===== src/design/ihrw_pkg.sv =====
`timescale 1ns / 1ps
// ----------------------------------------------------------------------------
// Intel HEX record writer package
// Shared widths, codes, character constants and the emitter command type.
// ----------------------------------------------------------------------------
package ihrw_pkg;

	localparam int ACTION_W  = 2;
	localparam int BYTE_W    = 8;
	localparam int ADDR_W    = 32;
	localparam int CHAR_W    = 7;
	localparam int FILL_W    = 5;
	localparam int UPPER_W   = 16;
	localparam int CFG_IDX_W = 1;
	localparam int CFG_DATA_W = 5;

	localparam int MAX_RECORD_DEFAULT = 16;
	localparam logic [FILL_W-1:0] RECORD_SIZE_RESET = 5'd10;

	// Input actions.
	localparam logic [ACTION_W-1:0] ACT_DATA  = 2'd0;
	localparam logic [ACTION_W-1:0] ACT_SETPOS = 2'd1;
	localparam logic [ACTION_W-1:0] ACT_FLUSH = 2'd2;
	localparam logic [ACTION_W-1:0] ACT_EOF   = 2'd3;

	// Configuration register indexes.
	localparam logic [CFG_IDX_W-1:0] REG_FORMAT = 1'b0;
	localparam logic [CFG_IDX_W-1:0] REG_SIZE   = 1'b1;

	// Record type bytes.
	localparam logic [BYTE_W-1:0] REC_DATA    = 8'h00;
	localparam logic [BYTE_W-1:0] REC_EOF     = 8'h01;
	localparam logic [BYTE_W-1:0] REC_EXT_SEG = 8'h02;
	localparam logic [BYTE_W-1:0] REC_EXT_LIN = 8'h04;

	localparam logic [CHAR_W-1:0] CH_COLON   = 7'h3A;
	localparam logic [CHAR_W-1:0] CH_NEWLINE = 7'h0A;

	// Request from the control logic to the character emitter.
	typedef struct packed {
		logic                go;
		logic                eof;
		logic                ext;
		logic [BYTE_W-1:0]   ext_type;
		logic [UPPER_W-1:0]  ext_value;
		logic [UPPER_W-1:0]  start_low;
		logic [FILL_W-1:0]   count;
	} ihrw_cmd_t;

	// Uppercase ASCII hex digit of a nibble.
	function automatic logic [CHAR_W-1:0] hex_char(input logic [3:0] nib);
		logic [CHAR_W-1:0] c;
		if (nib < 4'd10) begin
			c = 7'h30 + {3'b000, nib};
		end else begin
			c = 7'h37 + {3'b000, nib};
		end
		return c;
	endfunction

endpackage


===== src/design/ihrw_ifs.sv =====
`timescale 1ns / 1ps
// ----------------------------------------------------------------------------
// Intel HEX record writer channels
// Valid/ready channel bundles for the input requests and the output characters.
// ----------------------------------------------------------------------------
interface ihrw_item_if import ihrw_pkg::*; ();
	logic                valid;
	logic                ready;
	logic [ACTION_W-1:0] action;
	logic [BYTE_W-1:0]   data_byte;
	logic [ADDR_W-1:0]   address;

	modport source (output valid, action, data_byte, address, input ready);
	modport sink (input valid, action, data_byte, address, output ready);
endinterface

interface ihrw_char_if import ihrw_pkg::*; ();
	logic              valid;
	logic              ready;
	logic [CHAR_W-1:0] ascii_char;
	logic              last_char;

	modport source (output valid, ascii_char, last_char, input ready);
	modport sink (input valid, ascii_char, last_char, output ready);
endinterface


===== src/design/ihrw_buffer.sv =====
`timescale 1ns / 1ps
// ----------------------------------------------------------------------------
// Record byte buffer
// Single write port, single read port memory with registered read data.
// ----------------------------------------------------------------------------
module ihrw_buffer import ihrw_pkg::*; #(
	parameter int DEPTH = MAX_RECORD_DEFAULT,
	parameter int IDX_W = 4
) (
	input  logic              clk,
	input  logic              wr_en,
	input  logic [IDX_W-1:0]  wr_addr,
	input  logic [BYTE_W-1:0] wr_data,
	input  logic              rd_en,
	input  logic [IDX_W-1:0]  rd_addr,
	output logic [BYTE_W-1:0] rd_data
);

	logic [BYTE_W-1:0] mem_q [DEPTH];
	logic [BYTE_W-1:0] rd_data_q;

	always_ff @(posedge clk) begin
		if (wr_en) begin
			mem_q[wr_addr] <= wr_data;
		end
	end

	always_ff @(posedge clk) begin
		if (rd_en) begin
			rd_data_q <= mem_q[rd_addr];
		end
	end

	assign rd_data = rd_data_q;

endmodule


===== src/design/ihrw_emitter.sv =====
`timescale 1ns / 1ps
// ----------------------------------------------------------------------------
// Record character emitter
// Walks the bytes of one or two records and sends them as ASCII hex text.
// ----------------------------------------------------------------------------
module ihrw_emitter import ihrw_pkg::*; #(
	parameter int IDX_W = 4
) (
	input  logic               clk,
	input  logic               arst_n,
	input  ihrw_cmd_t          cmd,
	output logic               idle,
	output logic               rd_en,
	output logic [IDX_W-1:0]   rd_addr,
	input  logic [BYTE_W-1:0]  rd_data,
	ihrw_char_if.source        chars
);

	localparam logic [2:0] ST_IDLE  = 3'd0;
	localparam logic [2:0] ST_COLON = 3'd1;
	localparam logic [2:0] ST_HI    = 3'd2;
	localparam logic [2:0] ST_LO    = 3'd3;
	localparam logic [2:0] ST_FETCH = 3'd4;
	localparam logic [2:0] ST_NL    = 3'd5;

	localparam logic [1:0] K_EXT  = 2'd0;
	localparam logic [1:0] K_DATA = 2'd1;
	localparam logic [1:0] K_EOF  = 2'd2;

	localparam logic [FILL_W-1:0] HDR_BYTES = 5'd4;
	localparam logic [FILL_W-1:0] EXT_LEN   = 5'd2;

	logic [2:0]          state_q;
	logic [1:0]          kind_q;
	logic [FILL_W-1:0]   bidx_q;
	logic [BYTE_W-1:0]   sum_q;
	logic [FILL_W-1:0]   count_q;
	logic [BYTE_W-1:0]   ext_type_q;
	logic [UPPER_W-1:0]  ext_value_q;
	logic [UPPER_W-1:0]  start_low_q;

	logic                ovalid_q;
	logic [CHAR_W-1:0]   ochar_q;
	logic                olast_q;

	logic [FILL_W-1:0]   len;
	logic [FILL_W-1:0]   cks_idx;
	logic [FILL_W-1:0]   nidx;
	logic [BYTE_W-1:0]   cur_byte;
	logic                emit;
	logic [CHAR_W-1:0]   emit_char;
	logic                emit_last;
	logic                slot_free;
	logic                adv;

	always_comb begin
		case (kind_q)
			K_EXT:   len = EXT_LEN;
			K_DATA:  len = count_q;
			default: len = '0;
		endcase
		cks_idx = HDR_BYTES + len;
		nidx    = bidx_q + 5'd1;
	end

	always_comb begin
		cur_byte = rd_data;
		if (bidx_q == cks_idx) begin
			cur_byte = 8'h00 - sum_q;
		end else begin
			case (bidx_q)
				5'd0: cur_byte = {3'b000, len};
				5'd1: cur_byte = (kind_q == K_DATA) ? start_low_q[15:8] : 8'h00;
				5'd2: cur_byte = (kind_q == K_DATA) ? start_low_q[7:0] : 8'h00;
				5'd3: begin
					case (kind_q)
						K_EXT:   cur_byte = ext_type_q;
						K_DATA:  cur_byte = REC_DATA;
						default: cur_byte = REC_EOF;
					endcase
				end
				default: begin
					if (kind_q == K_EXT) begin
						cur_byte = (bidx_q == HDR_BYTES) ? ext_value_q[15:8] : ext_value_q[7:0];
					end else begin
						cur_byte = rd_data;
					end
				end
			endcase
		end
	end

	always_comb begin
		emit      = 1'b0;
		emit_char = CH_COLON;
		emit_last = 1'b0;
		case (state_q)
			ST_COLON: begin
				emit      = 1'b1;
				emit_char = CH_COLON;
			end
			ST_HI: begin
				emit      = 1'b1;
				emit_char = hex_char(cur_byte[7:4]);
			end
			ST_LO: begin
				emit      = 1'b1;
				emit_char = hex_char(cur_byte[3:0]);
				emit_last = (kind_q == K_EOF) && (bidx_q == cks_idx);
			end
			ST_NL: begin
				emit      = 1'b1;
				emit_char = CH_NEWLINE;
				emit_last = (kind_q == K_DATA);
			end
			default: begin
				emit = 1'b0;
			end
		endcase
	end

	assign slot_free = !ovalid_q || chars.ready;
	assign adv       = emit ? slot_free : 1'b1;
	assign idle      = (state_q == ST_IDLE);
	assign rd_en     = (state_q == ST_FETCH);
	assign rd_addr   = IDX_W'(bidx_q - HDR_BYTES);

	always_ff @(posedge clk or negedge arst_n) begin
		if (!arst_n) begin
			state_q <= ST_IDLE;
			kind_q  <= K_DATA;
			bidx_q  <= '0;
			sum_q   <= '0;
		end else begin
			case (state_q)
				ST_IDLE: begin
					if (cmd.go) begin
						state_q <= ST_COLON;
						if (cmd.eof) begin
							kind_q <= K_EOF;
						end else if (cmd.ext) begin
							kind_q <= K_EXT;
						end else begin
							kind_q <= K_DATA;
						end
					end
				end
				ST_COLON: begin
					if (adv) begin
						bidx_q  <= '0;
						sum_q   <= '0;
						state_q <= ST_HI;
					end
				end
				ST_HI: begin
					if (adv) begin
						state_q <= ST_LO;
					end
				end
				ST_LO: begin
					if (adv) begin
						sum_q  <= sum_q + cur_byte;
						bidx_q <= nidx;
						if (bidx_q == cks_idx) begin
							state_q <= (kind_q == K_EOF) ? ST_IDLE : ST_NL;
						end else if (kind_q == K_DATA && nidx >= HDR_BYTES
								&& nidx != cks_idx) begin
							state_q <= ST_FETCH;
						end else begin
							state_q <= ST_HI;
						end
					end
				end
				ST_FETCH: begin
					state_q <= ST_HI;
				end
				ST_NL: begin
					if (adv) begin
						if (kind_q == K_EXT) begin
							kind_q  <= K_DATA;
							state_q <= ST_COLON;
						end else begin
							state_q <= ST_IDLE;
						end
					end
				end
				default: begin
					state_q <= ST_IDLE;
				end
			endcase
		end
	end

	// Record fields are captured with the request and stay put until it is done.
	always_ff @(posedge clk) begin
		if (idle && cmd.go) begin
			count_q     <= cmd.count;
			ext_type_q  <= cmd.ext_type;
			ext_value_q <= cmd.ext_value;
			start_low_q <= cmd.start_low;
		end
	end

	always_ff @(posedge clk or negedge arst_n) begin
		if (!arst_n) begin
			ovalid_q <= 1'b0;
		end else if (emit && slot_free) begin
			ovalid_q <= 1'b1;
		end else if (chars.ready) begin
			ovalid_q <= 1'b0;
		end
	end

	always_ff @(posedge clk) begin
		if (emit && slot_free) begin
			ochar_q <= emit_char;
			olast_q <= emit_last;
		end
	end

	assign chars.valid      = ovalid_q;
	assign chars.ascii_char = ochar_q;
	assign chars.last_char  = olast_q;

endmodule


===== src/design/intel_hex_record_writer.sv =====
`timescale 1ns / 1ps
// ----------------------------------------------------------------------------
// Intel HEX record writer
// Buffers data bytes and streams Intel HEX records as ASCII characters.
// ----------------------------------------------------------------------------
// A data byte, set-position, flush or end-of-file request is accepted only
// while the character emitter is idle; the block works on one request at a
// time. Requests that produce no text (a buffered byte, a position change, a
// flush with nothing buffered) are done once they are accepted. Text leaves
// at one character per cycle while the receiver is ready, apart from memory
// reads, through a registered output stage, so a pending last character
// never holds off the next request. A data record takes one step per
// character, plus one memory read ahead of each buffered byte, since the
// bytes sit in a buffer memory with registered read data. An extended
// address record is sent first whenever the upper 16 address bits of the
// record start differ from the last ones sent. The end-of-file record
// ":00000001FF" has no newline. Output stalls hold the emitter in place.
// Configuration writes (index 0 format, index 1 record size) are meant to
// happen while no text is pending.
// ----------------------------------------------------------------------------
module intel_hex_record_writer import ihrw_pkg::*; #(
	parameter int MAX_RECORD = MAX_RECORD_DEFAULT
) (
	input  logic                  clk,
	input  logic                  arst_n,
	input  logic                  cfg_we,
	input  logic [CFG_IDX_W-1:0]  cfg_index,
	input  logic [CFG_DATA_W-1:0] cfg_data,
	ihrw_item_if.sink             items,
	ihrw_char_if.source           chars
);

	localparam int IDX_W = (MAX_RECORD > 1) ? $clog2(MAX_RECORD) : 1;
	localparam logic [FILL_W-1:0] MAX_FILL = FILL_W'(MAX_RECORD);

	// Configuration registers.
	logic               fmt_q;
	logic [FILL_W-1:0]  rsz_q;

	// Writer state kept in flip-flops; the record bytes live in the buffer.
	logic [FILL_W-1:0]  fill_q;
	logic [ADDR_W-1:0]  pos_q;
	logic [UPPER_W-1:0] lua_q;

	logic               idle;
	logic               accept;
	logic               is_data;
	logic [FILL_W-1:0]  eff_size;
	logic [FILL_W-1:0]  fill_n;
	logic [ADDR_W-1:0]  pos_n;
	logic [FILL_W-1:0]  rec_count;
	logic [ADDR_W-1:0]  start_addr;
	logic [UPPER_W-1:0] upper;
	logic               launch;
	ihrw_cmd_t          cmd;
	logic               rd_en;
	logic [IDX_W-1:0]   rd_addr;
	logic [BYTE_W-1:0]  rd_data;

	always_ff @(posedge clk or negedge arst_n) begin
		if (!arst_n) begin
			fmt_q <= 1'b0;
			rsz_q <= RECORD_SIZE_RESET;
		end else if (cfg_we) begin
			case (cfg_index)
				REG_FORMAT: fmt_q <= cfg_data[0];
				REG_SIZE:   rsz_q <= cfg_data;
				default:    fmt_q <= fmt_q;
			endcase
		end
	end

	// A zero size behaves as one, anything above the buffer depth as the depth.
	always_comb begin
		if (rsz_q == '0) begin
			eff_size = 5'd1;
		end else if (rsz_q > MAX_FILL) begin
			eff_size = MAX_FILL;
		end else begin
			eff_size = rsz_q;
		end
	end

	assign items.ready = idle;
	assign accept      = items.valid && idle;
	assign is_data     = (items.action == ACT_DATA);
	assign fill_n      = fill_q + 5'd1;
	assign pos_n       = pos_q + 32'd1;

	// The start address is taken after the byte is counted, so a completing
	// byte and a flush share one subtract.
	assign rec_count  = is_data ? fill_n : fill_q;
	assign start_addr = (is_data ? pos_n : pos_q) - {{(ADDR_W-FILL_W){1'b0}}, rec_count};
	assign upper      = start_addr[31:16];

	always_comb begin
		case (items.action)
			ACT_DATA:  launch = accept && (fill_n >= eff_size);
			ACT_FLUSH: launch = accept && (fill_q != '0);
			default:   launch = 1'b0;
		endcase
	end

	always_comb begin
		cmd.go        = launch || (accept && items.action == ACT_EOF);
		cmd.eof       = (items.action == ACT_EOF);
		cmd.ext       = (upper != lua_q);
		cmd.ext_type  = fmt_q ? REC_EXT_SEG : REC_EXT_LIN;
		cmd.ext_value = fmt_q ? {upper[3:0], 12'h000} : upper;
		cmd.start_low = start_addr[15:0];
		cmd.count     = rec_count;
	end

	always_ff @(posedge clk or negedge arst_n) begin
		if (!arst_n) begin
			fill_q <= '0;
			pos_q  <= '0;
			lua_q  <= '0;
		end else if (accept) begin
			case (items.action)
				ACT_DATA: begin
					pos_q  <= pos_n;
					fill_q <= launch ? '0 : fill_n;
				end
				ACT_SETPOS: begin
					pos_q <= items.address;
				end
				ACT_FLUSH: begin
					fill_q <= '0;
				end
				default: begin
					fill_q <= fill_q;
				end
			endcase
			// The emitter holds its own copy of the count, so the fill clears
			// as soon as the record is handed over.
			if (launch) begin
				lua_q <= upper;
			end
		end
	end

	ihrw_buffer #(
		.DEPTH (MAX_RECORD),
		.IDX_W (IDX_W)
	) u_buffer (
		.clk     (clk),
		.wr_en   (accept && is_data),
		.wr_addr (fill_q[IDX_W-1:0]),
		.wr_data (items.data_byte),
		.rd_en   (rd_en),
		.rd_addr (rd_addr),
		.rd_data (rd_data)
	);

	// Reads come only after the last write of a record has landed and no
	// write is taken while the emitter runs, so no forwarding is needed.
	ihrw_emitter #(
		.IDX_W (IDX_W)
	) u_emitter (
		.clk     (clk),
		.arst_n  (arst_n),
		.cmd     (cmd),
		.idle    (idle),
		.rd_en   (rd_en),
		.rd_addr (rd_addr),
		.rd_data (rd_data),
		.chars   (chars)
	);

`ifndef SYNTH
	a_fill_bound: assert property (@(posedge clk) disable iff (!arst_n)
		fill_q <= MAX_FILL)
		else $error("buffer fill beyond depth");

	a_eof_busy: assert property (@(posedge clk) disable iff (!arst_n)
		accept && items.action == ACT_EOF |=> !items.ready)
		else $error("end-of-file request did not start the emitter");

	a_done_last: assert property (@(posedge clk) disable iff (!arst_n)
		$rose(items.ready) |-> chars.valid && chars.last_char)
		else $error("emitter finished without a last character");

	a_setpos: assert property (@(posedge clk) disable iff (!arst_n)
		accept && items.action == ACT_SETPOS |=> pos_q == $past(items.address))
		else $error("position not taken from set-position request");
`endif

endmodule


===== src/flat_wrapper.sv =====
// flat-port wrapper written by rule: the top's interface ports become plain ports
module intel_hex_record_writer_flat import ihrw_pkg::*;
#(
	parameter int MAX_RECORD = MAX_RECORD_DEFAULT
)
  (clk, arst_n, cfg_we, cfg_index, cfg_data, items_valid, items_action, items_data_byte, items_address, items_ready, chars_valid, chars_ascii_char, chars_last_char, chars_ready);
  ihrw_item_if items_i ();
  ihrw_char_if chars_i ();
  input  logic clk;
  input  logic arst_n;
  input  logic cfg_we;
  input  logic [CFG_IDX_W-1:0] cfg_index;
  input  logic [CFG_DATA_W-1:0] cfg_data;
  input wire logic [$bits(items_i.valid)-1:0] items_valid;
  input wire logic [$bits(items_i.action)-1:0] items_action;
  input wire logic [$bits(items_i.data_byte)-1:0] items_data_byte;
  input wire logic [$bits(items_i.address)-1:0] items_address;
  output wire logic [$bits(items_i.ready)-1:0] items_ready;
  output wire logic [$bits(chars_i.valid)-1:0] chars_valid;
  output wire logic [$bits(chars_i.ascii_char)-1:0] chars_ascii_char;
  output wire logic [$bits(chars_i.last_char)-1:0] chars_last_char;
  input wire logic [$bits(chars_i.ready)-1:0] chars_ready;
  assign items_i.valid = items_valid;
  assign items_i.action = items_action;
  assign items_i.data_byte = items_data_byte;
  assign items_i.address = items_address;
  assign items_ready = items_i.ready;
  assign chars_valid = chars_i.valid;
  assign chars_ascii_char = chars_i.ascii_char;
  assign chars_last_char = chars_i.last_char;
  assign chars_i.ready = chars_ready;
  intel_hex_record_writer #(.MAX_RECORD(MAX_RECORD)) u_core (.clk(clk), .arst_n(arst_n), .cfg_we(cfg_we), .cfg_index(cfg_index), .cfg_data(cfg_data), .items(items_i), .chars(chars_i));
endmodule

===== config.mk =====
export PLATFORM = sky130hd
export DESIGN_NAME = intel_hex_record_writer_flat
export DESIGN_NICKNAME = d
export VERILOG_FILES = /design/src/design/ihrw_pkg.sv /design/src/design/ihrw_ifs.sv /design/src/design/ihrw_buffer.sv /design/src/design/ihrw_emitter.sv /design/src/design/intel_hex_record_writer.sv /design/src/flat_wrapper.sv
export SDC_FILE = /design/constraint.sdc
export NUM_CORES = 1
export LEC_CHECK = 0
export BUFFER_PORTS_ARGS = -buffer_cell sky130_fd_sc_hd__buf_2
export CORE_ASPECT_RATIO = 0.6
export CORE_MARGIN = 1.5
export CORE_UTILIZATION = 62
export CTS_CLUSTER_DIAMETER = 200
export DETAILED_ROUTE_END_ITERATION = 7
export PLACE_DENSITY_LB_ADDON = 0.25
export SYNTH_ARGS = -nofsm -noshare
export SYNTH_HDL_FRONTEND = slang
export SYNTH_HIERARCHICAL = 1
export SYNTH_SLANG_ARGS = --single-unit

===== constraint.sdc =====
create_clock -name clk -period 6 [get_ports clk]
set_input_delay 0.9 -clock clk [delete_from_list [all_inputs] [get_ports clk]]
set_output_delay 0.9 -clock clk [all_outputs]
set_load 0.05 [all_outputs]

Word level (Yosys, flattened, before mapping)
Memories as Yosys holds them, arrays and structs flattened. A register that Yosys moved wholly into a read port is not among the register bits.
Cells that the tools add are included.
{"block": "word_totals", "n_memories": 1, "ramBits": 128, "output_inout_bits": 10, "register_bits": 131, "in_bits": 53}
{"block": "classes", "add_sub_neg": 12, "magnitude_cmp": 5, "n_eq_ne": 23, "n_reduce_logical": 33, "bitwise": 1, "n_mux": 50}
{"name": "u_core.u_buffer.mem_q", "words": 16, "width": 8, "rd": 1, "rd_ports_with_merged_regs": 1, "wr": 1, "line": "ihrw_buffer.sv:19", "text": "logic [BYTE_W-1:0] mem_q [DEPTH];"}
{"op": "32-bit case mux with 2 select lines", "count": 1}
{"op": "8-bit 2-to-1 mux", "count": 7}
{"op": "32-bit by 1-bit adder with 32-bit output (second input constant)", "count": 1}
{"op": "32-bit 2-to-1 mux", "count": 1}
{"op": "8-bit case mux with 2 select lines", "count": 2}
{"op": "8-bit case mux with 4 select lines", "count": 1}
{"op": "32-bit by 5-bit subtractor with 32-bit output", "count": 1}
{"op": "5-bit 2-to-1 mux", "count": 6}
{"op": "5-bit case mux with 2 select lines", "count": 3}
{"op": "6-bit by 4-bit adder with 7-bit output (first input constant)", "count": 4}
{"op": "3-bit 2-to-1 mux", "count": 9}
{"op": "7-bit case mux with 3 select lines", "count": 1}
{"op": "3-bit case mux with 6 select lines", "count": 1}
{"op": "16-bit 2-to-1 mux", "count": 1}
{"op": "16-bit != test", "count": 1}
{"op": "7-bit 2-to-1 mux", "count": 2}
{"op": "2-bit != test (second input constant)", "count": 6}
{"op": "5-bit by 1-bit adder with 5-bit output (second input constant)", "count": 2}
{"op": "5-bit by 2-bit == test with 1-bit output (second input constant)", "count": 2}
{"op": "1-bit logical AND", "count": 10}
{"op": "5-bit zero test", "count": 2}
{"op": "2-bit AND reduction", "count": 5}
{"op": "2-bit nonzero test", "count": 5}
{"op": "8-bit adder", "count": 1}
{"op": "other kinds (30)", "count": 49}

Depth between registers and ports, before layout
Gate-level depths: netlist of run 1.
{"block": "depth", "depth_word": 9, "depth_mapped": 20}

Cells and area by module
The synthesis of run 1 kept the hierarchy.
{"mod": "intel_hex_record_writer", "seq_area_each_um2": 1478.9, "cells_per_inst": 724, "instances": 1, "area_per_inst_um2": 5587.9}
{"mod": "ihrw_buffer", "seq_area_each_um2": 4083.9, "cells_per_inst": 229, "instances": 1, "area_per_inst_um2": 5227.5}
{"mod": "ihrw_emitter", "seq_area_each_um2": 2068.2, "cells_per_inst": 374, "instances": 1, "area_per_inst_um2": 4082.7}

Worst setup path before layout of run 1
No wires, ideal clock.
{"block": "synth_path", "path_type": "input-to-reg", "start": "in items_action[1]", "end": "reg u_core.u_emitter.kind_q[0]", "setup_slack_ns": 0.172, "path_stages": 18, "arrival_ns": 5.768, "t_required_ns": 5.940, "path_cell_list": "clkbuf_1 > nor2_1 > clkbuf_1 > mux2i_1 > fa_1 > a21o_1 > a21o_1 > a2111oi_4 > nand4_4 > or4_4 > or4b_1 > buf_2 > xor2_1 > a221oi_2 > nand4b_1 > or4_1 > nor2_1 > o21a_1"}
{"item": "start: declaration", "line": "flat_wrapper.sv:15", "text": "input wire logic [$bits(items_i.action)-1:0] items_action;"}
{"item": "end signal: assignment", "line": "ihrw_emitter.sv:131", "text": "kind_q <= K_DATA;"}
{"item": "end signal: assignment", "line": "ihrw_emitter.sv:140", "text": "kind_q <= K_EOF;"}
{"item": "end signal: assignment", "line": "ihrw_emitter.sv:142", "text": "kind_q <= K_EXT;"}
{"item": "end: declaration", "line": "ihrw_emitter.sv:34", "text": "logic [1:0] kind_q;"}

==> results of run 1 <==
-- metrics by stage --
step / cell area (sq um) / utilization (%)
after global placement: 15400 / 66.0
after CTS: 16200 / 69.4
final: 16200 / 69.4
after floorplan: 14900 / -
after global routing: 16200 / 69.4
after detailed placement: 15400 / 66.0
-- critical path: cells and delay by family, from the launching register on --
kind / cells / cell delay (ns)
flops: 1 / 0.59
mux: 1 / 0.17
compound gates: 5 / 1.31
buf+inv: 1 / 0.09
fa+ha+maj: 2 / 0.85
simple gates: 6 / 2.24
xor+xnor: 1 / 0.19
-- layer usage --
metal | part of all wire, % | wire (um)
met1 | 48 | 18900
met2 | 38 | 15100
met3 | 13 | 5240
met4 | 1.3 | 535
met5 | 0 | 0
-- synth_stat cells (14+ instances only) --
library cell  instances  area share (%)
a21oi_1              73             2.5
a22oi_1              21             1.1
clkbuf_1             52             1.3
dfrtp_1              75              13
edfxtp_1            189              38
ha_1                 30             2.5
inv_1                38            0.96
mux2i_1              16             1.1
mux4_1               14             2.5
mux4_2               18             2.7
nand2_1             113             2.8
nand3_1              49             1.6
nand4_1              24             1.0
nor2_1              110             2.8
nor3_1               27            0.91
nor4_1               16            0.67
o21ai_0              70             2.4
o22ai_1              19            0.80
xnor2_1              62             3.6
xor2_1               41             2.4
-- state kept, by name (all words and copies together) (netlist names), 2 cells and up --
signal	cells
u_core/fill_q	5
u_core/lua_q	16
u_core/pos_q	32
u_core/rsz_q	5
u_core/u_buffer/mem_q	128
u_core/u_buffer/rd_data	8
u_core/u_emitter/bidx_q	5
u_core/u_emitter/chars.ascii_char	7
u_core/u_emitter/count_q	5
u_core/u_emitter/ext_type_q	8
u_core/u_emitter/ext_value_q	16
u_core/u_emitter/kind_q	2
u_core/u_emitter/start_low_q	16
u_core/u_emitter/state_q	3
u_core/u_emitter/sum_q	8
-- path summary, 6_finish.rpt --
| path | start | slack, ns | endpoint |
|---|---|---|---|
| max | u_core/fill_q[1] | 0.49 | u_core/u_emitter/kind_q[0] |
| min | arst_n | 0.27 | u_core/u_emitter/sum_q[1] |
| max reg2reg | u_core/fill_q[1] | 0.49 | u_core/u_emitter/kind_q[0] |
| min reg2reg | u_core/lua_q[15] | 0.49 | u_core/lua_q[15] |
| max in group asynchronous | arst_n | 4.63 | u_core/pos_q[12] |
| min in group clk | u_core/lua_q[15] | 0.49 | u_core/lua_q[15] |
-- cell type report --
type / count / area share (%)
Tap cell: 315 / 2.43
Clock inverter: 11 / 0.788
Multi-Input combinational cell: 941 / 41.6
Inverter: 41 / 0.950
Antenna cell: 1 / 0.0154
Clock buffer: 33 / 4.05
Sequential cell: 267 / 47.1
Timing Repair Buffer: 85 / 3.07
-- logic make-up (layout without fill, tap and decap cells) --
| group | Yosys count | in the layout | share of synthesized area, % |
|---|---|---|---|
| AND/OR/NAND/NOR | 462 | 462 | 16.2 |
| AO/OA/AOI/OAI | 275 | 275 | 12.2 |
| flip-flops | 267 | 267 | 51.2 |
| buffers and inverters | 124 | 170 | 3.75 |
| XOR/XNOR | 107 | 107 | 6.68 |
| multiplexers | 59 | 59 | 7.12 |
| adder cells (fa/ha/maj) | 32 | 32 | 2.79 |
| other | 1 | 7 | 0.0252 |
-- power groups by stage --
stage               combinational (mW)  sequential, mW  clock (mW)
floorplan                         2.50            2.57           0
global placement                  3.04            2.72           0
detailed placement                3.12            2.73           0
CTS                               3.15            2.70        1.59
global route                      3.49            2.75        1.65
finish                            3.21            2.73        1.57
-- cells in the final DEF (no fill, tap or decap), types with 9 or more instances in the layout --
master and n:
o31ai_1 9, and3_1 9, clkbuf_16 25, buf_2 61, ha_1 30, nor2b_1 13
and2_1 13, a21oi_1 73, or3_1 13, mux4_2 18, mux2_2 10, or4_1 11
nor2_1 109, nand2b_1 13, xor2_1 41, edfxtp_1 189, nor3_1 26, o22ai_1 19
dfrtp_1 74, nand3_1 49, a22oi_1 21, mux2i_1 16, mux4_1 14, buf_4 23
xnor2_1 62, nor4_1 16, inv_1 38, nand4_1 24, o21ai_0 70, nand2_1 113
a22o_1 10
==> results.py, run 1 <==
metrics = {
    "pwr": {
        "peakVddDrop_v": 0.000254,
        "power_leakage_nw": 5.86,
        "combinationalPowerShare_pct": 42.7,
        "p_clk_share_pct": 20.9,
        "pwr_density_cell_mw_per_mm2": 463,
        "sw_frac_of_total_pct": 40.8,
        "internal-power_mw": 4.45,
        "power_mw": 7.50,
        "seqPwrFrac_pct": 36.3,
        "power.switching_mw": 3.06,
    },
    "cts": {
        "cts.sinks": 267,
        "cts.hold.buffers_added": 0,
        "cts_buffer_depth": 3,
        "postCtsSetupBuffers": 0,
        "ctsResizeCount": 0,
        "cts_root_buf": "clkbuf_16",
        "cts_tree": "yes",
        "clock_latency_ns": 0.55,
        "cts.htree.levels": 1,
        "numCtsBuffers": 25,
        "path_clk_slew_ns": 0.07,
    },
    "synth": {
        "synthCells": 1327,
        "synthFlopType": "edfxtp_1",
        "syn_area_sq_mm": 0.0149,
        "ys_ff_latch": 267,
        "synth_edf_count": 189,
        "syn_avg_cell_area_sq_um": 11.2,
        "seq_area_frac_synth_pct": 51.2,
        "ys_async_sr_fraction_pct": 29.2,
        "yosys_warnings": 6,
        "ys_types": 98,
    },
    "setup_path": {
        "startpoint_type": "flip-flop",
        "worst-path-max-fanout": 12,
        "cp_slowest_cell": "or4b_1",
        "rr_worst_depth": 16,
        "path_cells": "inv_1, ha_1, mux2i_1, fa_1, a21o_1, a21o_1, a2111oi_4, nand4_4, or4_4, or4b_1, xor2_1, a221oi_2, nand4b_1, or4_1, nor2_1, o21a_1",
        "path_class": "reg2reg",
        "max_stage_delay_ns": 0.63,
        "crit_top_cell": "a21o_1",
        "arrival_ns": 6.00,
        "worstPathRequired_ns": 6.49,
        "critPathCaptureType": "flip-flop",
    },
    "grt": {
        "grt_usage_pct": 32.3,
        "globalRouteMet3Util_pct": 11.4,
        "grt_overflow_total": 0,
        "met1_usage_pct": 53.0,
        "grt_util_met2_pct": 40.9,
        "antenna_found_initial": 0,
        "grt_pass1_wl_um": 60400,
        "busiest_layer": "met1",
        "grt_max_degree": 53,
        "first_global_vias": 10200,
    },
    "floorplanning": {
        "io-pin-count": 63,
        "placementRows": 43,
        "die_h_um": 123,
        "coreArea_sq_mm": 0.0233,
        "die_x_um": 203,
        "start_util_pct": 63.8,
        "fp.dieArea_sq_mm": 0.0250,
    },
    "sta": {
        "min_period_ns": 5.51,
        "hold_viol": 0,
        "fin_tns_setup_ns": 0,
        "rsz0062_at_grt": "no",
        "timing.hold.ws_ns": 0.273,
        "post-route-period-util_pct": 91.8,
        "slew_violations": 0,
        "timing.final.ws_setup_ns": 0.492,
        "setup_violations": 0,
        "finClkSkew_ns": 0.0176,
        "max_freq_mhz": 182,
        "tightestPinTransition_ns": 1.11,
        "maxSlewHeadroom_pct": 26.2,
    },
    "routing": {
        "post_drt_wl_per_cell_um": 23.5,
        "drc": 0,
        "first_iter_violations": 1576,
        "vias": 11200,
        "drt_pass1_iterations": 8,
        "wl_um": 39800,
        "ant_nets": 0,
        "viasPerCell": 6.63,
    },
    "placed_design": {
        "dp_slack_ns": 0.101,
        "hpwl_um": 28700,
        "placedCellCount": 1649,
        "place_congestion": 1.02,
        "port_buffers": 62,
    },
    "layout": {
        "drive_gt1_share_pct": 12.9,
        "finalNonFillerCells": 1694,
        "nets": 1446,
        "n_fill_cell": 1692,
        "multi_input_area_sq_mm": 0.00674,
        "syn_to_final_growth_pct": 8.76,
        "regArea_sq_mm": 0.00763,
    },
    "hold_path": {
        "min_path_type": "in2async",
    },
    "outcome": {
        "status": "finished, final reports clean",
    },
    "flow_run": {
        "drv_cap": 0,
    },
}
Power figures use the tool's default switching activity.
==> run 2, diff against run 1 <==
--- a/config.mk
+++ b/config.mk
@@ -11,7 +11,7 @@
 export CORE_UTILIZATION = 62
 export CTS_CLUSTER_DIAMETER = 200
 export DETAILED_ROUTE_END_ITERATION = 7
-export PLACE_DENSITY_LB_ADDON = 0.25
+export PLACE_DENSITY = 0.84
 export SYNTH_ARGS = -nofsm -noshare
 export SYNTH_HDL_FRONTEND = slang
 export SYNTH_HIERARCHICAL = 1
==> run 2 against run 1 <==
Setup slack worse by 0.27 ns. Clock skew decreased by 0.0040 ns. Clock-buffer cell count decreased by 2. Combinational power about the same. First-iteration DRC count grew 25%. Sequential power barely moved. Utilization is 0.11 points higher. Largest cell class unchanged. Largest power group unchanged.
==> results.py, run 2 (synthesis gave the netlist of run 1 again) <==
metrics = {
    "routing": {
        "drt_pass1_iterations": 8,
        "ant_nets": 0,
        "first_iter_violations": 1965,
        "vias": 11500,
        "drc": 0,
        "wl_um": 40600,
        "viasPerCell": 6.82,
        "post_drt_wl_per_cell_um": 24.0,
    },
    "cts": {
        "numCtsBuffers": 25,
        "path_clk_slew_ns": 0.07,
        "cts_root_buf": "clkbuf_16",
        "postCtsSetupBuffers": 0,
        "clock_latency_ns": 0.55,
        "cts.htree.levels": 1,
        "cts_tree": "yes",
        "cts_buffer_depth": 3,
        "cts.hold.buffers_added": 0,
        "cts.sinks": 267,
        "ctsResizeCount": 0,
    },
    "setup_path": {
        "critPathCaptureType": "flip-flop",
        "reg2reg_slack_ns": 0.22,
        "worstPathRequired_ns": 6.50,
        "arrival_ns": 6.28,
        "rr_worst_depth": 16,
        "worst-path-max-fanout": 14,
        "path_class": "reg2reg",
        "r2r_start": "u_core/fill_q[0]",
        "startpoint_type": "flip-flop",
        "worstReg2RegEnd": "u_core/u_emitter/kind_q[0]",
    },
    "sta": {
        "maxSlewHeadroom_pct": 15.0,
        "setup_violations": 0,
        "max_freq_mhz": 173,
        "rsz0062_at_grt": "no",
        "fin_tns_setup_ns": 0,
        "hold_viol": 0,
        "tightestPinTransition_ns": 1.27,
        "finClkSkew_ns": 0.0137,
        "slew_violations": 0,
        "min_period_ns": 5.78,
        "post-route-period-util_pct": 96.3,
    },
    "pwr": {
        "power_mw": 7.65,
        "peakVddDrop_v": 0.000318,
        "power_leakage_nw": 5.88,
        "pwr_density_cell_mw_per_mm2": 471,
    },
    "placed_design": {
        "placedCellCount": 1645,
        "port_buffers": 62,
        "place_congestion": 0.994,
        "hpwl_um": 28600,
        "placed_area_sq_mm": 0.0154,
    },
    "floorplanning": {
        "die_x_um": 203,
        "coreArea_sq_mm": 0.0233,
        "fp.dieArea_sq_mm": 0.0250,
        "io-pin-count": 63,
        "placementRows": 43,
        "die_h_um": 123,
        "start_util_pct": 63.8,
    },
    "layout": {
        "final_cell_mix": "edfxtp_1 (189), nand2_1 (113), nor2_1 (109)",
        "top_register": "u_core/u_buffer/mem_q",
        "reg_top3": "u_core/u_buffer/mem_q x128, u_core/pos_q x32",
        "utilization_pct": 69.5,
        "nets": 1442,
        "syn_to_final_growth_pct": 8.94,
        "fin_area_sq_mm": 0.0162,
        "drive_gt1_share_pct": 12.9,
        "finalNonFillerCells": 1692,
        "largest_reg_flops": 128,
        "final_common_cell": "edfxtp_1",
    },
    "grt": {
        "grt_max_degree": 51,
        "grt_usage_pct": 33.0,
        "first_global_vias": 10700,
        "grt_pass1_wl_um": 62200,
        "grt_overflow_total": 0,
        "antenna_found_initial": 2,
    },
    "outcome": {
        "status": "finished, final reports clean",
    },
    "flow_run": {
        "drv_cap": 0,
    },
    "hold_path": {
        "min_path_type": "in2async",
    },
}
## run 2: worst max-delay path: stages, from the launching register on
cell,delay (ns)
dfrtp_1,0.63
inv_1,0.17
ha_1,0.37
mux2i_1,0.18
fa_1,0.51
a21o_1,0.22
a21o_1,0.26
a2111oi_4,0.53
nand4_4,0.23
or4_4,0.61
or4b_1,0.66
xor2_1,0.20
a221oi_2,0.28
nand4b_1,0.12
or4_1,0.52
nor2_1,0.11
o21a_1,0.12
## run 2: power breakdown
part	switching (mW)	internal (mW)
combinational	1.93	1.30
sequential	0.461	2.28
clock	0.731	0.945
## run 2: worst max-delay path by stage
stage                                       endpoint  cells past startpoint        startpoint
final                     u_core/u_emitter/kind_q[0]                     16  u_core/fill_q[0]
after global routing      u_core/u_emitter/kind_q[0]                     16  u_core/fill_q[0]
after CTS                 u_core/u_emitter/kind_q[0]                     16  u_core/fill_q[0]
after detailed placement  u_core/u_emitter/kind_q[0]                     16   items_action[1]
after global placement    u_core/u_emitter/kind_q[0]                     16   items_action[1]
after floorplan           u_core/u_emitter/kind_q[0]                     18   items_action[1]
## run 2: per-stage QoR
| step | setup WS [ns] | hold WS [ns] |
|---|---|---|
| final | 0.222 | 0.303 |
| after global routing | 0.00967 | 0.338 |
| after CTS | 0.323 | 0.318 |
| after detailed placement | 0.0404 | 0.483 |
| after global placement | 0.147 | 0.473 |
| after floorplan | 0.172 | 0.452 |
## run 2: metal layers
metal,vias up,wire (um),global-route usage (%)
met2,857,16000,44.8
met5,-,0,0
met1,5549,17400,50.9
met4,0,879,6.57
met3,93,6320,11.9
li1,5048,-,-
## run 2: area by class of cell
cell class                      instances  area [sq um]
Clock inverter                         15           173
Clock buffer                           31           679
Fill cell                            1599          7120
Timing Repair Buffer                   81           455
Multi-Input combinational cell        941          6740
Sequential cell                       267          7630
Tap cell                              315           394
Antenna cell                            1          2.50
Inverter                               41           154
==> run 3, diff against run 2 <==
--- a/config.mk
+++ b/config.mk
@@ -5,13 +5,13 @@
 export SDC_FILE = /design/constraint.sdc
 export NUM_CORES = 1
 export LEC_CHECK = 0
-export BUFFER_PORTS_ARGS = -buffer_cell sky130_fd_sc_hd__buf_2
 export CORE_ASPECT_RATIO = 0.6
 export CORE_MARGIN = 1.5
 export CORE_UTILIZATION = 62
 export CTS_CLUSTER_DIAMETER = 200
 export DETAILED_ROUTE_END_ITERATION = 7
-export PLACE_DENSITY = 0.84
+export DONT_BUFFER_PORTS = 1
+export PLACE_DENSITY = 0.82
 export SYNTH_ARGS = -nofsm -noshare
 export SYNTH_HDL_FRONTEND = slang
 export SYNTH_HIERARCHICAL = 1
==> constraint.sdc (replaced) <==
create_clock -name clk -period 6 [get_ports clk]
set_input_delay 0.9 -clock clk [delete_from_list [all_inputs] [get_ports clk]]
set_output_delay 0.9 -clock clk [all_outputs]
set_load 0.1 [all_outputs]
==> run 3 against run 2 <==
Sequential power increased by 6%. Sequential cell count unchanged. Largest power group unchanged. Total power increased by 0.69%. Highest routed layer is now met5. Clock skew increased by 0.0040 ns. Final cell count decreased by 3.8%.
==> results.py, run 3 (synthesis gave the netlist of run 1 again) <==
metrics = {
    "setup_path": {
        "reg2reg_slack_ns": 0.29,
        "critPathCaptureType": "flip-flop",
        "startpoint_type": "flip-flop",
        "cp_slowest_cell": "dfrtp_1",
        "worstReg2RegEnd": "u_core/u_emitter/kind_q[0]",
        "r2r_start": "u_core/fill_q[0]",
        "path_class": "reg2reg",
        "rr_worst_depth": 16,
        "path_cells": "inv_1, ha_1, mux2i_1, fa_1, a21o_1, a21o_1, a2111oi_4, nand4_4, or4_4, or4b_1, xor2_1, a221oi_2, nand4b_1, or4_1, nor2_1, o21a_1",
        "worst-path-max-fanout": 14,
        "arrival_ns": 6.21,
        "crit_top_cell": "a21o_1",
        "max_stage_delay_ns": 0.63,
        "worstPathRequired_ns": 6.50,
    },
    "sta": {
        "maxSlewHeadroom_pct": 17.2,
        "tightestPinTransition_ns": 1.24,
        "timing.hold.ws_ns": 0.0407,
        "setup_violations": 0,
        "min_period_ns": 5.71,
        "max_freq_mhz": 175,
        "finClkSkew_ns": 0.0176,
        "rsz0062_at_grt": "no",
        "hold_viol": 0,
        "fin_tns_setup_ns": 0,
        "post-route-period-util_pct": 95.2,
        "slew_violations": 0,
    },
    "routing": {
        "viasPerCell": 6.85,
        "first_iter_violations": 1721,
        "post_drt_wl_per_cell_um": 23.8,
        "drt_pass1_iterations": 6,
        "drc": 0,
        "ant_nets": 0,
        "vias": 11100,
        "wl_um": 38800,
    },
    "pwr": {
        "power_mw": 7.70,
        "power_leakage_nw": 5.65,
        "peakVddDrop_v": 0.000332,
        "pwr_density_cell_mw_per_mm2": 483,
    },
    "cts": {
        "cts_tree": "yes",
        "cts.htree.levels": 1,
        "cts.hold.buffers_added": 0,
        "cts_buffer_depth": 3,
        "postCtsSetupBuffers": 0,
        "clock_latency_ns": 0.56,
        "ctsResizeCount": 0,
        "numCtsBuffers": 25,
        "path_clk_slew_ns": 0.07,
        "cts.sinks": 267,
        "cts_root_buf": "clkbuf_16",
    },
    "floorplanning": {
        "coreArea_sq_mm": 0.0233,
        "die_h_um": 123,
        "io-pin-count": 63,
        "die_x_um": 203,
        "placementRows": 43,
        "fp.dieArea_sq_mm": 0.0250,
        "start_util_pct": 63.8,
    },
    "grt": {
        "grt_usage_pct": 31.3,
        "grt_overflow_total": 0,
        "grt_max_degree": 79,
        "antenna_found_initial": 2,
        "grt_pass1_wl_um": 59200,
        "first_global_vias": 10300,
    },
    "placed_design": {
        "place_congestion": 0.991,
        "port_buffers": 0,
        "hpwl_um": 27500,
    },
    "flow_run": {
        "drv_cap": 0,
    },
    "layout": {
        "n_antenna_cell": 0,
        "reg_top3": "u_core/u_buffer/mem_q x128, u_core/pos_q x32",
        "top_register": "u_core/u_buffer/mem_q",
        "largest_reg_flops": 128,
        "nets": 1378,
        "final_cell_mix": "edfxtp_1 (189), nand2_1 (113), nor2_1 (109)",
        "drive_gt1_share_pct": 8.77,
        "final_common_cell": "edfxtp_1",
        "syn_to_final_growth_pct": 7.11,
    },
    "outcome": {
        "status": "finished, final reports clean",
    },
    "hold_path": {
        "min_path_type": "in2async",
    },
}
[run 3: worst max-delay path by stage]
stage                                start                          to  cells after the start
after floorplan            items_action[1]  u_core/u_emitter/kind_q[0]                     18
final                     u_core/fill_q[0]  u_core/u_emitter/kind_q[0]                     16
after global routing      u_core/fill_q[0]  u_core/u_emitter/kind_q[0]                     16
after global placement     items_action[1]  u_core/u_emitter/kind_q[0]                     15
after detailed placement   items_action[1]  u_core/u_emitter/kind_q[0]                     15
after CTS                 u_core/fill_q[0]  u_core/u_emitter/kind_q[0]                     16
[run 3: stage by stage]
step                setup WS [ns]  util (%)  cell area [sq um]  std cells
floorplan                   0.172         -              14900       1332
global placement            0.288      64.6              15100       1581
detailed placement          0.155      64.6              15100       1581
CTS                         0.345      68.3              16000       1627
global route             0.000770      68.3              16000       1627
finish                      0.285      68.3              16000       1627
[run 3: routing by layer]
layer	share of wire, %	track usage (%)	vias up	wire length [um]
met4	1.6	5.79	4	612
met1	45	49.4	5418	17400
li1	-	-	4905	-
met5	0.15	1.19	-	58
met2	38	40.7	738	14900
met3	15	11.7	78	5820
[run 3: cell type report]
class                      instances  area, sq um
fill                            1716         7390
clock inverter                    13          214
tap                              315          394
clock buffer                      33          666
inverter                          41          154
timing repair buffer              17          148
sequential                       267         7630
multi-input combinational        941         6750
[run 3: critical path: cells and delay by family (launching register included)]
family | cells | cell delay [ns]
buffers and inverters | 1 | 0.19
AO/OA/AOI/OAI | 5 | 1.33
AND/OR/NAND/NOR | 6 | 2.24
XOR/XNOR | 1 | 0.19
flip-flops | 1 | 0.63
adder cells (fa/ha/maj) | 2 | 0.90
multiplexers | 1 | 0.17
[run 3: where the power goes]
part	switching [mW]	leakage [nW]	total (mW)	internal, mW
registers	0.626	2.71	2.91	2.28
clock network	0.708	0.426	1.71	1.01
logic	1.80	2.51	3.08	1.28
total	3.13	5.65	7.70	4.57
